### src/design/pid_integral_separation_deadzone_assert.svh
// ---------------------------------------------------------------------------
// assertion macros for the pid controller block
// clocked property checks that vanish when SYNTH is defined
// ---------------------------------------------------------------------------
`ifndef PID_INTEGRAL_SEPARATION_DEADZONE_ASSERT_SVH
`define PID_INTEGRAL_SEPARATION_DEADZONE_ASSERT_SVH

`ifndef SYNTH

// property that must hold on every edge out of reset
`define PISD_ASSERT(lbl, clk_s, rst_s, prop) \
	lbl: assert property (@(posedge clk_s) disable iff (!rst_s) (prop)) \
		else $error("pid controller check failed");

// consequence in the cycle after the antecedent
`define PISD_ASSERT_NEXT(lbl, clk_s, rst_s, ante, cons) \
	lbl: assert property (@(posedge clk_s) disable iff (!rst_s) ((ante) |=> (cons))) \
		else $error("pid controller check failed");

`else

`define PISD_ASSERT(lbl, clk_s, rst_s, prop)
`define PISD_ASSERT_NEXT(lbl, clk_s, rst_s, ante, cons)

`endif

`endif

### src/design/pidisd_pkg.sv
// ---------------------------------------------------------------------------
// pidisd_pkg
// widths, reset values and register indexes of the pid controller block
// ---------------------------------------------------------------------------
package pidisd_pkg;

	localparam int GAIN_W     = 16;
	localparam int GATE_W     = 17;
	localparam int LIM_W      = 15;
	localparam int SAMPLE_W   = 16;
	localparam int DRIVE_W    = 16;
	localparam int ERR_W      = 17;
	localparam int ACC_W      = 24;
	localparam int FRAC_W     = 8;
	localparam int REG_IDX_W  = 3;
	localparam int CFG_DATA_W = 17;

	localparam logic [LIM_W-1:0] DRIVE_CAP_RST = 15'd32767;

	typedef enum logic [REG_IDX_W-1:0] {
		REG_GAIN_P        = 3'd0,
		REG_GAIN_I        = 3'd1,
		REG_GAIN_D        = 3'd2,
		REG_INTEGRAL_GATE = 3'd3,
		REG_INTEGRAL_CAP  = 3'd4,
		REG_DRIVE_CAP     = 3'd5,
		REG_DEAD_BAND     = 3'd6
	} reg_idx_t;

endpackage

### src/design/pid_integral_separation_deadzone.sv
// ---------------------------------------------------------------------------
// pid_integral_separation_deadzone
// positional pid with integral separation, integral clamp, drive clamp
// and dead band
// ---------------------------------------------------------------------------
// One request is taken every clock cycle while out_ready does not stall
// a waiting result: a request register feeds one pass of logic that
// forms the error, the three gain products, the integral update and both
// clamps, and the result lands in an output register. The rate is set by
// that pass, since the integral (gain_i multiply, add and clamp) and the
// error history are updated in the same cycle that uses them. The output
// register lets a new request enter while a result still waits. No
// clearing pass is needed after reset.
module pid_integral_separation_deadzone (
	input  logic                                  clk,
	input  logic                                  arst_n,
	input  logic                                  cfg_we,
	input  logic [pidisd_pkg::REG_IDX_W-1:0]      cfg_index,
	input  logic [pidisd_pkg::CFG_DATA_W-1:0]     cfg_data,
	input  logic                                  in_valid,
	output logic                                  in_ready,
	input  logic signed [pidisd_pkg::SAMPLE_W-1:0] measured,
	input  logic signed [pidisd_pkg::SAMPLE_W-1:0] setpoint,
	input  logic                                  restart,
	output logic                                  out_valid,
	input  logic                                  out_ready,
	output logic signed [pidisd_pkg::DRIVE_W-1:0] drive
);

	localparam int ERR_W   = pidisd_pkg::ERR_W;
	localparam int ACC_W   = pidisd_pkg::ACC_W;
	localparam int FRAC_W  = pidisd_pkg::FRAC_W;
	localparam int LIM_W   = pidisd_pkg::LIM_W;
	localparam int GAIN_W  = pidisd_pkg::GAIN_W;
	localparam int DRIVE_W = pidisd_pkg::DRIVE_W;
	localparam int DIFF_W  = ERR_W + 1;
	localparam int PROD_W  = GAIN_W + 1 + ERR_W;
	localparam int PRODD_W = GAIN_W + 1 + DIFF_W;
	localparam int RAW_W   = PROD_W + 1;
	localparam int SUM_W   = PRODD_W + 1;

	// configuration
	logic [GAIN_W-1:0]               gain_p_q, gain_i_q, gain_d_q;
	logic [pidisd_pkg::GATE_W-1:0]   integral_gate_q;
	logic [LIM_W-1:0]                integral_cap_q, drive_cap_q, dead_band_q;

	always_ff @(posedge clk or negedge arst_n) begin
		if (!arst_n) begin
			gain_p_q        <= '0;
			gain_i_q        <= '0;
			gain_d_q        <= '0;
			integral_gate_q <= '0;
			integral_cap_q  <= '0;
			drive_cap_q     <= pidisd_pkg::DRIVE_CAP_RST;
			dead_band_q     <= '0;
		end else if (cfg_we) begin
			unique case (cfg_index)
				pidisd_pkg::REG_GAIN_P:        gain_p_q        <= cfg_data[GAIN_W-1:0];
				pidisd_pkg::REG_GAIN_I:        gain_i_q        <= cfg_data[GAIN_W-1:0];
				pidisd_pkg::REG_GAIN_D:        gain_d_q        <= cfg_data[GAIN_W-1:0];
				pidisd_pkg::REG_INTEGRAL_GATE: integral_gate_q <= cfg_data;
				pidisd_pkg::REG_INTEGRAL_CAP:  integral_cap_q  <= cfg_data[LIM_W-1:0];
				pidisd_pkg::REG_DRIVE_CAP:     drive_cap_q     <= cfg_data[LIM_W-1:0];
				pidisd_pkg::REG_DEAD_BAND:     dead_band_q     <= cfg_data[LIM_W-1:0];
				default: ;
			endcase
		end
	end

	// request register and handshake
	logic                                   valid_s1, restart_s1;
	logic signed [pidisd_pkg::SAMPLE_W-1:0] measured_s1, setpoint_s1;
	logic                                   out_valid_q;
	logic signed [DRIVE_W-1:0]              drive_q;
	logic                                   adv;

	assign adv      = valid_s1 && (!out_valid_q || out_ready);
	assign in_ready = !valid_s1 || adv;

	always_ff @(posedge clk or negedge arst_n) begin
		if (!arst_n) begin
			valid_s1 <= 1'b0;
		end else if (in_ready) begin
			valid_s1 <= in_valid;
		end
	end

	always_ff @(posedge clk) begin
		if (in_valid && in_ready) begin
			measured_s1 <= measured;
			setpoint_s1 <= setpoint;
			restart_s1  <= restart;
		end
	end

	// loop state
	logic signed [ERR_W-1:0] e1_q, e2_q;
	logic signed [ACC_W-1:0] acc_q;

	logic signed [ERR_W-1:0]   err, e1, e2;
	logic signed [ACC_W-1:0]   acc_base, acc_half, acc_new, acc_lim_s;
	logic        [ERR_W-1:0]   err_mag;
	logic                      agree, in_gate;
	logic signed [PROD_W-1:0]  prod_i, prod_p;
	logic signed [DIFF_W-1:0]  err_diff;
	logic signed [PRODD_W-1:0] prod_d;
	logic signed [RAW_W-1:0]   acc_raw, acc_sum, acc_lim_w;
	logic signed [SUM_W-1:0]   sum, drv_lim_w;
	logic signed [ACC_W-1:0]   sum_c, sum_shift;
	logic signed [DRIVE_W-1:0] drv_t, drv_mag, drv_out;

	always_comb begin
		// restart wipes history and integral before the step
		e1       = restart_s1 ? '0 : e1_q;
		e2       = restart_s1 ? '0 : e2_q;
		acc_base = restart_s1 ? '0 : acc_q;

		err = {setpoint_s1[pidisd_pkg::SAMPLE_W-1], setpoint_s1}
			- {measured_s1[pidisd_pkg::SAMPLE_W-1], measured_s1};

		// zero error breaks the agreement
		agree = (!err[ERR_W-1] && err != '0 && !e1[ERR_W-1] && e1 != '0
				&& !e2[ERR_W-1] && e2 != '0)
			|| (err[ERR_W-1] && e1[ERR_W-1] && e2[ERR_W-1]);

		err_mag = err[ERR_W-1] ? ERR_W'(-err) : ERR_W'(err);
		in_gate = err_mag < integral_gate_q;

		prod_i   = $signed({1'b0, gain_i_q}) * err;
		acc_sum  = {{(RAW_W-ACC_W){acc_base[ACC_W-1]}}, acc_base}
			+ {prod_i[PROD_W-1], prod_i};
		acc_half = acc_base >>> 1;

		if (agree) begin
			acc_raw = in_gate ? acc_sum : '0;
		end else begin
			acc_raw = {{(RAW_W-ACC_W){acc_half[ACC_W-1]}}, acc_half};
		end

		acc_lim_w = $signed({{(RAW_W-LIM_W-FRAC_W){1'b0}}, integral_cap_q, {FRAC_W{1'b0}}});
		acc_lim_s = $signed({{(ACC_W-LIM_W-FRAC_W){1'b0}}, integral_cap_q, {FRAC_W{1'b0}}});
		if (acc_raw > acc_lim_w) begin
			acc_new = acc_lim_s;
		end else if (acc_raw < -acc_lim_w) begin
			acc_new = -acc_lim_s;
		end else begin
			acc_new = acc_raw[ACC_W-1:0];
		end

		prod_p   = $signed({1'b0, gain_p_q}) * err;
		err_diff = {err[ERR_W-1], err} - {e1[ERR_W-1], e1};
		prod_d   = $signed({1'b0, gain_d_q}) * err_diff;

		sum = {{(SUM_W-PROD_W){prod_p[PROD_W-1]}}, prod_p}
			+ {{(SUM_W-ACC_W){acc_new[ACC_W-1]}}, acc_new}
			+ {prod_d[PRODD_W-1], prod_d};

		drv_lim_w = $signed({{(SUM_W-LIM_W-FRAC_W){1'b0}}, drive_cap_q, {FRAC_W{1'b0}}});
		if (sum > drv_lim_w) begin
			sum_c = drv_lim_w[ACC_W-1:0];
		end else if (sum < -drv_lim_w) begin
			sum_c = ACC_W'(-drv_lim_w);
		end else begin
			sum_c = sum[ACC_W-1:0];
		end

		// drop the fraction, rounding toward zero
		if (sum_c[ACC_W-1]) begin
			sum_shift = (sum_c + $signed({{(ACC_W-FRAC_W){1'b0}}, {FRAC_W{1'b1}}})) >>> FRAC_W;
		end else begin
			sum_shift = sum_c >>> FRAC_W;
		end
		drv_t   = sum_shift[DRIVE_W-1:0];
		drv_mag = drv_t[DRIVE_W-1] ? -drv_t : drv_t;
		drv_out = (drv_mag < $signed({1'b0, dead_band_q})) ? '0 : drv_t;
	end

	always_ff @(posedge clk or negedge arst_n) begin
		if (!arst_n) begin
			e1_q  <= '0;
			e2_q  <= '0;
			acc_q <= '0;
		end else if (adv) begin
			e1_q  <= err;
			e2_q  <= e1;
			acc_q <= acc_new;
		end
	end

	// result register
	always_ff @(posedge clk or negedge arst_n) begin
		if (!arst_n) begin
			out_valid_q <= 1'b0;
		end else if (adv) begin
			out_valid_q <= 1'b1;
		end else if (out_ready) begin
			out_valid_q <= 1'b0;
		end
	end

	always_ff @(posedge clk) begin
		if (adv) begin
			drive_q <= drv_out;
		end
	end

	assign out_valid = out_valid_q;
	assign drive     = drive_q;

`include "pid_integral_separation_deadzone_assert.svh"

	`PISD_ASSERT(a_ready_when_empty, clk, arst_n, !out_valid_q |-> in_ready)
	`PISD_ASSERT(a_drive_range, clk, arst_n, out_valid_q |-> drive_q != {1'b1, {(DRIVE_W-1){1'b0}}})
	`PISD_ASSERT(a_acc_clamped, clk, arst_n, $past(adv) && $stable(integral_cap_q) |-> (acc_q <= acc_lim_s && acc_q >= -acc_lim_s))
	`PISD_ASSERT(a_dead_band, clk, arst_n, $past(adv) && $stable(dead_band_q) |-> (drive_q == '0 || drive_q >= $signed({1'b0, dead_band_q}) || drive_q <= -$signed({1'b0, dead_band_q})))
	`PISD_ASSERT_NEXT(a_restart_history, clk, arst_n, adv && restart_s1, e2_q == '0)

endmodule
### config.mk
export PLATFORM = sky130hd
export DESIGN_NAME = pid_integral_separation_deadzone
export DESIGN_NICKNAME = d
export VERILOG_FILES = /design/src/design/pidisd_pkg.sv /design/src/design/pid_integral_separation_deadzone.sv
export VERILOG_INCLUDE_DIRS = /design/src /design/src/design
export SDC_FILE = /design/constraint.sdc
export NUM_CORES = 2
export LEC_CHECK = 0
export BUFFER_PORTS_ARGS = -buffer_cell sky130_fd_sc_hd__buf_4
export CORE_UTILIZATION = 28
export CTS_BUF_LIST = sky130_fd_sc_hd__clkbuf_8
export DETAILED_ROUTE_END_ITERATION = 8
export SKIP_LAST_GASP = 1
export SLEW_MARGIN = 15
export SYNTH_ARGS = -nofsm -noshare
export SYNTH_HDL_FRONTEND = slang
export SYNTH_SLANG_ARGS = --single-unit
### constraint.sdc
create_clock -name clk -period 31.2 [get_ports clk]
set_clock_uncertainty 0.05 [all_clocks]
set_input_delay 6.24 -clock clk [delete_from_list [all_inputs] [get_ports clk]]
set_output_delay 6.24 -clock clk [all_outputs]
set_load 0.03 [all_outputs]
-- After elaboration in Yosys (flattened, before gate mapping)
Cells that the tools add are included.
- register bits: 219
- bits of input ports: 58
- output and inout port bits: 18
- word-level logic and storage cells: 85
- add/sub/neg operators: 11
- multipliers: 3
- $lt $le $gt $ge: 6
- equality and inequality tests: 6
- multiplexer cells: 14
- reductions and logical operators: 29
- operators with widths (cell ; count):
    2-to-1 mux 24 bit ; 5
    2-to-1 mux 35 bit ; 2
    multiplier 17 x 17 -> 34 bit ; 2
    2-to-1 mux 17 bit ; 3
    nonzero test 17 bit ; 3
    adder 35 x 35 -> 36 bit ; 1
    greater-than comparator 36 x 24 -> 1 bit ; 1
    < comparator 36 bit ; 1
    negation 23 -> 36 bit ; 1
    adder 24 x 34 -> 35 bit ; 1
    adder 34 x 24 -> 35 bit ; 1
    greater-than comparator 35 x 24 -> 1 bit ; 1
    < comparator 35 bit ; 1
    multiplier 17 x 18 -> 35 bit ; 1
    negation 23 -> 35 bit ; 1
    2-to-1 mux 16 bit ; 2
    adder 24 x 9 -> 24 bit (second input constant) ; 1
    negation 23 -> 24 bit ; 1
    subtractor 17 x 17 -> 18 bit ; 1
    < comparator 17 bit ; 1
    negation 17 bit ; 1
    subtractor 16 x 16 -> 17 bit ; 1
    < comparator 16 bit ; 1
    negation 16 bit ; 1
    other kinds (10) ; 34

-- Longest topological paths before layout
- depth in word-level cells: 22
- mapped depth: 99
- mapped depth without buffers: 90

-- Worst setup path after synthesis
Ideal clock, no wire load.
- path kind: register -> register
- start point: register measured_s1[0] (netlist name)
- end point: register drive_q[6] (netlist: drive[6]), data pin
- setup time: 0.266 ns
- arrival time: 21.226 ns
- required time: 30.884 ns
- slack: 9.659 ns
- cell stages (with the launch flop): 91
- cell sequence: edfxtp_1 -> ha_1 -> fa_1 -> nand2b_1 -> a211oi_1 -> nor2b_1 -> o21ai_0 -> xor2_1 -> clkbuf_1 -> clkbuf_1 -> nand2_1 -> fa_1 -> inv_1 -> fa_1 -> fa_1 -> fa_1 -> fa_1 -> inv_1 -> [55 not listed] -> buf_1 -> buf_1 -> o21ai_0 -> a21oi_1 -> ha_1 -> inv_1 -> a211oi_1 -> and3_1 -> o21ai_1 -> xor2_1 -> ha_1 -> a2111oi_0 -> o21ai_0 -> a211oi_1 -> nand2_1 -> o21ai_2 -> buf_2 -> nor2_1
- longest elaborated chain between the ends: 22
- elaborated cells between the ends (all ways): 36
- those cells by class: add/sub (8); mul (3); order compare (6); mux (9); reduce/logical (10)
- RTL lines (what ; RTL line ; text):
    from (decl) ; pid_integral_separation_deadzone.sv:72 ; logic signed [pidisd_pkg::SAMPLE_W-1:0] measured_s1, setpoint_s1;
    from (signal assigned) ; pid_integral_separation_deadzone.sv:90 ; measured_s1 <= measured;
    subtractor 16 x 16 -> 17 bit * ; pid_integral_separation_deadzone.sv:119 ; - {measured_s1[pidisd_pkg::SAMPLE_W-1], measured_s1};
    net err[8] ; pid_integral_separation_deadzone.sv:100 ; logic signed [ERR_W-1:0] err, e1, e2;
    parallel branches: the longest is 7 deep, another holds adder 24 x 34 -> 35 bit ; -- ;
    2-to-1 mux 35 bit * ; pid_integral_separation_deadzone.sv:134 ; if (agree) begin
    < comparator 35 bit ; pid_integral_separation_deadzone.sv:144 ; end else if (acc_raw < -acc_lim_w) begin
    2-to-1 mux 24 bit ; pid_integral_separation_deadzone.sv:144 ;
    2-to-1 mux 24 bit * ; pid_integral_separation_deadzone.sv:142 ; if (acc_raw > acc_lim_w) begin
    net acc_new[14] ; pid_integral_separation_deadzone.sv:101 ; logic signed [ACC_W-1:0] acc_base, acc_half, acc_new, acc_lim_s;
    [2 not listed] ; -- ;
    < comparator 36 bit ; pid_integral_separation_deadzone.sv:161 ; end else if (sum < -drv_lim_w) begin
    2-to-1 mux 24 bit ; pid_integral_separation_deadzone.sv:161 ;
    2-to-1 mux 24 bit * ; pid_integral_separation_deadzone.sv:159 ; if (sum > drv_lim_w) begin
    adder 24 x 9 -> 24 bit ; pid_integral_separation_deadzone.sv:169 ; sum_shift = (sum_c + $signed({{(ACC_W-FRAC_W){1'b0}}, {FRAC_W{1'b1}}})) >>> FRAC_W;
    2-to-1 mux 16 bit * ; pid_integral_separation_deadzone.sv:168 ; if (sum_c[ACC_W-1]) begin
    negation 16 bit ; pid_integral_separation_deadzone.sv:174 ; drv_mag = drv_t[DRIVE_W-1] ? -drv_t : drv_t;
    2-to-1 mux 16 bit ; pid_integral_separation_deadzone.sv:174 ;
    < comparator 16 bit ; pid_integral_separation_deadzone.sv:175 ; drv_out = (drv_mag < $signed({1'b0, dead_band_q})) ? '0 : drv_t;
    to (signal assigned) ; pid_integral_separation_deadzone.sv:203 ; drive_q <= drv_out;
    to (decl) ; pid_integral_separation_deadzone.sv:74 ; logic signed [DRIVE_W-1:0] drive_q;
Mark *: on every way through the listed nets, which the timed path passes.
A chain may end at the register's enable or synchronous reset.

-- Final worst setup path
- start point: register measured_s1[0] (netlist name)
- end point: register drive_q[13] (netlist: drive[13]), data pin
- longest elaborated chain between the ends: 22
- elaborated cells between the ends (all ways): 36
- those cells by class: add/sub (8); mul (3); order compare (6); mux (9); reduce/logical (10)
- RTL lines (what ; RTL line):
    subtractor 16 x 16 -> 17 bit * ; pid_integral_separation_deadzone.sv:119
    net err[16] ; pid_integral_separation_deadzone.sv:100
    parallel branches: the longest is 7 deep, another holds adder 24 x 34 -> 35 bit ; --
    2-to-1 mux 35 bit * ; pid_integral_separation_deadzone.sv:134
    < comparator 35 bit ; pid_integral_separation_deadzone.sv:144
    2-to-1 mux 24 bit ; pid_integral_separation_deadzone.sv:144
    2-to-1 mux 24 bit * ; pid_integral_separation_deadzone.sv:142
    net acc_new[8] ; pid_integral_separation_deadzone.sv:101
    [2 not listed] ; --
    < comparator 36 bit ; pid_integral_separation_deadzone.sv:161
    2-to-1 mux 24 bit ; pid_integral_separation_deadzone.sv:161
    2-to-1 mux 24 bit * ; pid_integral_separation_deadzone.sv:159
    adder 24 x 9 -> 24 bit ; pid_integral_separation_deadzone.sv:169
    2-to-1 mux 16 bit * ; pid_integral_separation_deadzone.sv:168
    negation 16 bit ; pid_integral_separation_deadzone.sv:174
    2-to-1 mux 16 bit ; pid_integral_separation_deadzone.sv:174
    < comparator 16 bit ; pid_integral_separation_deadzone.sv:175
Marks and branches as above.

==> impl_metrics.env <==
export IMPL_status="finished clean"
export IMPL_worst_pin_slew_ps=1262
export IMPL_slowest_delay_ps=690
export IMPL_synthDistinctLibCells=87
export IMPL_grt_pass1_vias=38530
export IMPL_drt_iter0_drc=2253
export IMPL_fin_ws_ps=6818
export IMPL_wl_um=139300
export IMPL_netlist_area_um2=47620
export IMPL_grt_max_degree=65
export IMPL_maxCapViolCount=0
export IMPL_finalCritPeriodShare=0.7815
export IMPL_vias_per_cell=4.815
export IMPL_synth_edf_count=49
export IMPL_async_flop_share=0.7763
export IMPL_hold_viol=0
export IMPL_clk_pin_slew_ps=60
export IMPL_ys_seq_area_frac=0.1206
export IMPL_antenna_found_initial=13
export IMPL_hp_class="reg2reg"
export IMPL_min_period_ps=24380
export IMPL_core_um2=168000
export IMPL_slew_headroom=0.1587
export IMPL_grt_usage=0.1645
export IMPL_gp_congestion=0.9326
export IMPL_final_util=0.3084
export IMPL_insertion_delay_ps=690
export IMPL_wl_per_cell_um=18.76
export IMPL_io_buffers=75
export IMPL_cts_num_sinks=219
export IMPL_design_area_um2=51800
export IMPL_finalSetupViolCount=0
export IMPL_crit_type="reg2reg"
export IMPL_initial_utilization=0.2835
export IMPL_cts_resized=0
export IMPL_h_tree_depth=2
export IMPL_fin_nets=6583
export IMPL_max_freq_mhz=41.01
export IMPL_endpoint_kind="flop"
export IMPL_start_kind="flop"
export IMPL_netlist_instances=5225
export IMPL_syn_to_final_growth_pct=8.773
export IMPL_synth_avg_cell_area_um2=9.114
export IMPL_ys_flop_type="dfrtp_1"
export IMPL_synth_seq_cells=219
export IMPL_drc=0
export IMPL_cpMostUsedCell="fa_1"
export IMPL_critPathSlowestCell="a2111oi_0"
export IMPL_overflow=0
export IMPL_drv_slew=0
export IMPL_drive_above_1_share=0.07703
export IMPL_die_h_um=414.4
export IMPL_n_fill_cell=17540
export IMPL_final_common_cell="inv_1"
export IMPL_crit_path_max_fanout=44
export IMPL_root_buffer="clkbuf_8"
export IMPL_die_w_um=414.4
export IMPL_place_detailed_hpwl_um=111100
export IMPL_tns_ps=0
export IMPL_ys_warn_count=0
export IMPL_dp_slack_ps=6866
export IMPL_cts_setup_buffers=0
export IMPL_cts_tree="yes"
export IMPL_place_area_um2=50870
export IMPL_grt_pass1_wl_um=222000
export IMPL_rsz0062_at_grt="no"
export IMPL_holdBufCountCts=0
export IMPL_rows=150
export IMPL_vias=35760
export IMPL_cts_made_buffers=42
export IMPL_ios=76
export IMPL_die_area_um2=171700
export IMPL_timing_critical_path_buf_inv=13
export IMPL_critPathTopFamily="adder cells"
export IMPL_firstDrtPassIters=5
export IMPL_synth_nets=6622
export IMPL_cts_path_max_buffers=3
export IMPL_arrival_ps=24710
export IMPL_ant_nets=0
export IMPL_most_common_layout_cells="inv_1, fa_1, nand2_1"
export IMPL_crit_required_ps=31530
[cell usage after synthesis (31+ instances only)]
master,n,area [um^2]
a21o_1,43,322.8
a21oi_1,140,700.7
and2_1,291,1821
clkbuf_1,198,743.2
dfrtp_1,155,3879
edfxtp_1,49,1471
fa_1,859,17200
ha_1,480,6006
inv_1,1123,4215
mux2_2,125,1408
nand2_1,673,2526
nand3_1,31,155.2
nand4_1,31,193.9
nor2_1,160,600.6
nor2b_1,124,775.7
nor3_1,48,240.2
o21ai_0,135,675.7
xnor2_1,108,945.9
xor2_1,41,359.1
[cells by family after synthesis]
group	share of synthesized area
muxes	0.03458
and+or+nand+nor	0.1497
AOI/OAI and AO/OA	0.07365
buffers and inverters	0.1068
xor gates and xnor gates	0.02741
DFF	0.1206
adders and majority gates	0.4873
[path summary, 6_finish.rpt]
path	from	to	slack (ps)	cells past startpoint
setup reg to reg	measured_s1[0]$_DFFE_PP_	drive[13]$_SDFFCE_PP0P_	6820	88
hold reg to reg	e2_q[2]$_DFFE_PN0P_	e2_q[2]$_DFFE_PN0P_	430	2
max in group asynchronous	arst_n	gain_d_q[12]$_DFFE_PN0P_	24290	2
setup / recovery	measured_s1[0]$_DFFE_PP_	drive[13]$_SDFFCE_PP0P_	6820	88
min in group asynchronous	arst_n	gain_i_q[3]$_DFFE_PN0P_	5450	1
hold / removal	e2_q[2]$_DFFE_PN0P_	e2_q[2]$_DFFE_PN0P_	430	2
[layout make-up]
| class | instances | area, um^2 | area share |
|---|---|---|---|
| Clock buffer | 49 | 674.4 | 0.01302 |
| Tap cell | 2204 | 2758 | 0.05324 |
| Timing Repair Buffer | 140 | 1055 | 0.02036 |
| Clock inverter | 28 | 250.2 | 0.004831 |
| Multi-Input combinational cell | 3658 | 37090 | 0.7160 |
| Sequential cell | 219 | 5744 | 0.1109 |
| Antenna cell | 2 | 5.005 | 0.00009663 |
| Inverter | 1125 | 4223 | 0.08153 |
[sequential cells by signal (all words and copies together), names as in the netlist]
signal           cells
drive               16
setpoint_s1         16
out_valid            1
acc_q               24
gain_i_q            16
valid_s1             1
gain_p_q            16
drive_cap_q         15
measured_s1         16
e1_q                17
restart_s1           1
dead_band_q         15
e2_q                17
gain_d_q            16
integral_gate_q     17
integral_cap_q      15
[tightest hold or removal path, stage by stage, from the launching register on]
cell and delay, ps:
dfrtp_1 350, nand2_1 50, o21ai_0 60
[metrics by stage]
step                      hold slack, ps  cells
final                              433.5   7425
after global routing               468.5   7425
after CTS                          437.0   7423
after detailed placement           423.5   7346
after global placement             409.3   7346
after floorplan                    390.7   5225
[routing by layer]
| metal | part of all wire | vias to the layer above | GRT usage |
|---|---|---|---|
| li1 | - | 16070 | - |
| met1 | 0.43 | 18230 | 0.2175 |
| met2 | 0.47 | 1206 | 0.2759 |
| met3 | 0.069 | 248 | 0.02213 |
| met4 | 0.037 | 0 | 0.05393 |
| met5 | 0 | - | 0 |
Power is left out: the tool's default activity adds up to more than one toggle a clock period on the data nets, which glitch-free logic cannot reach.
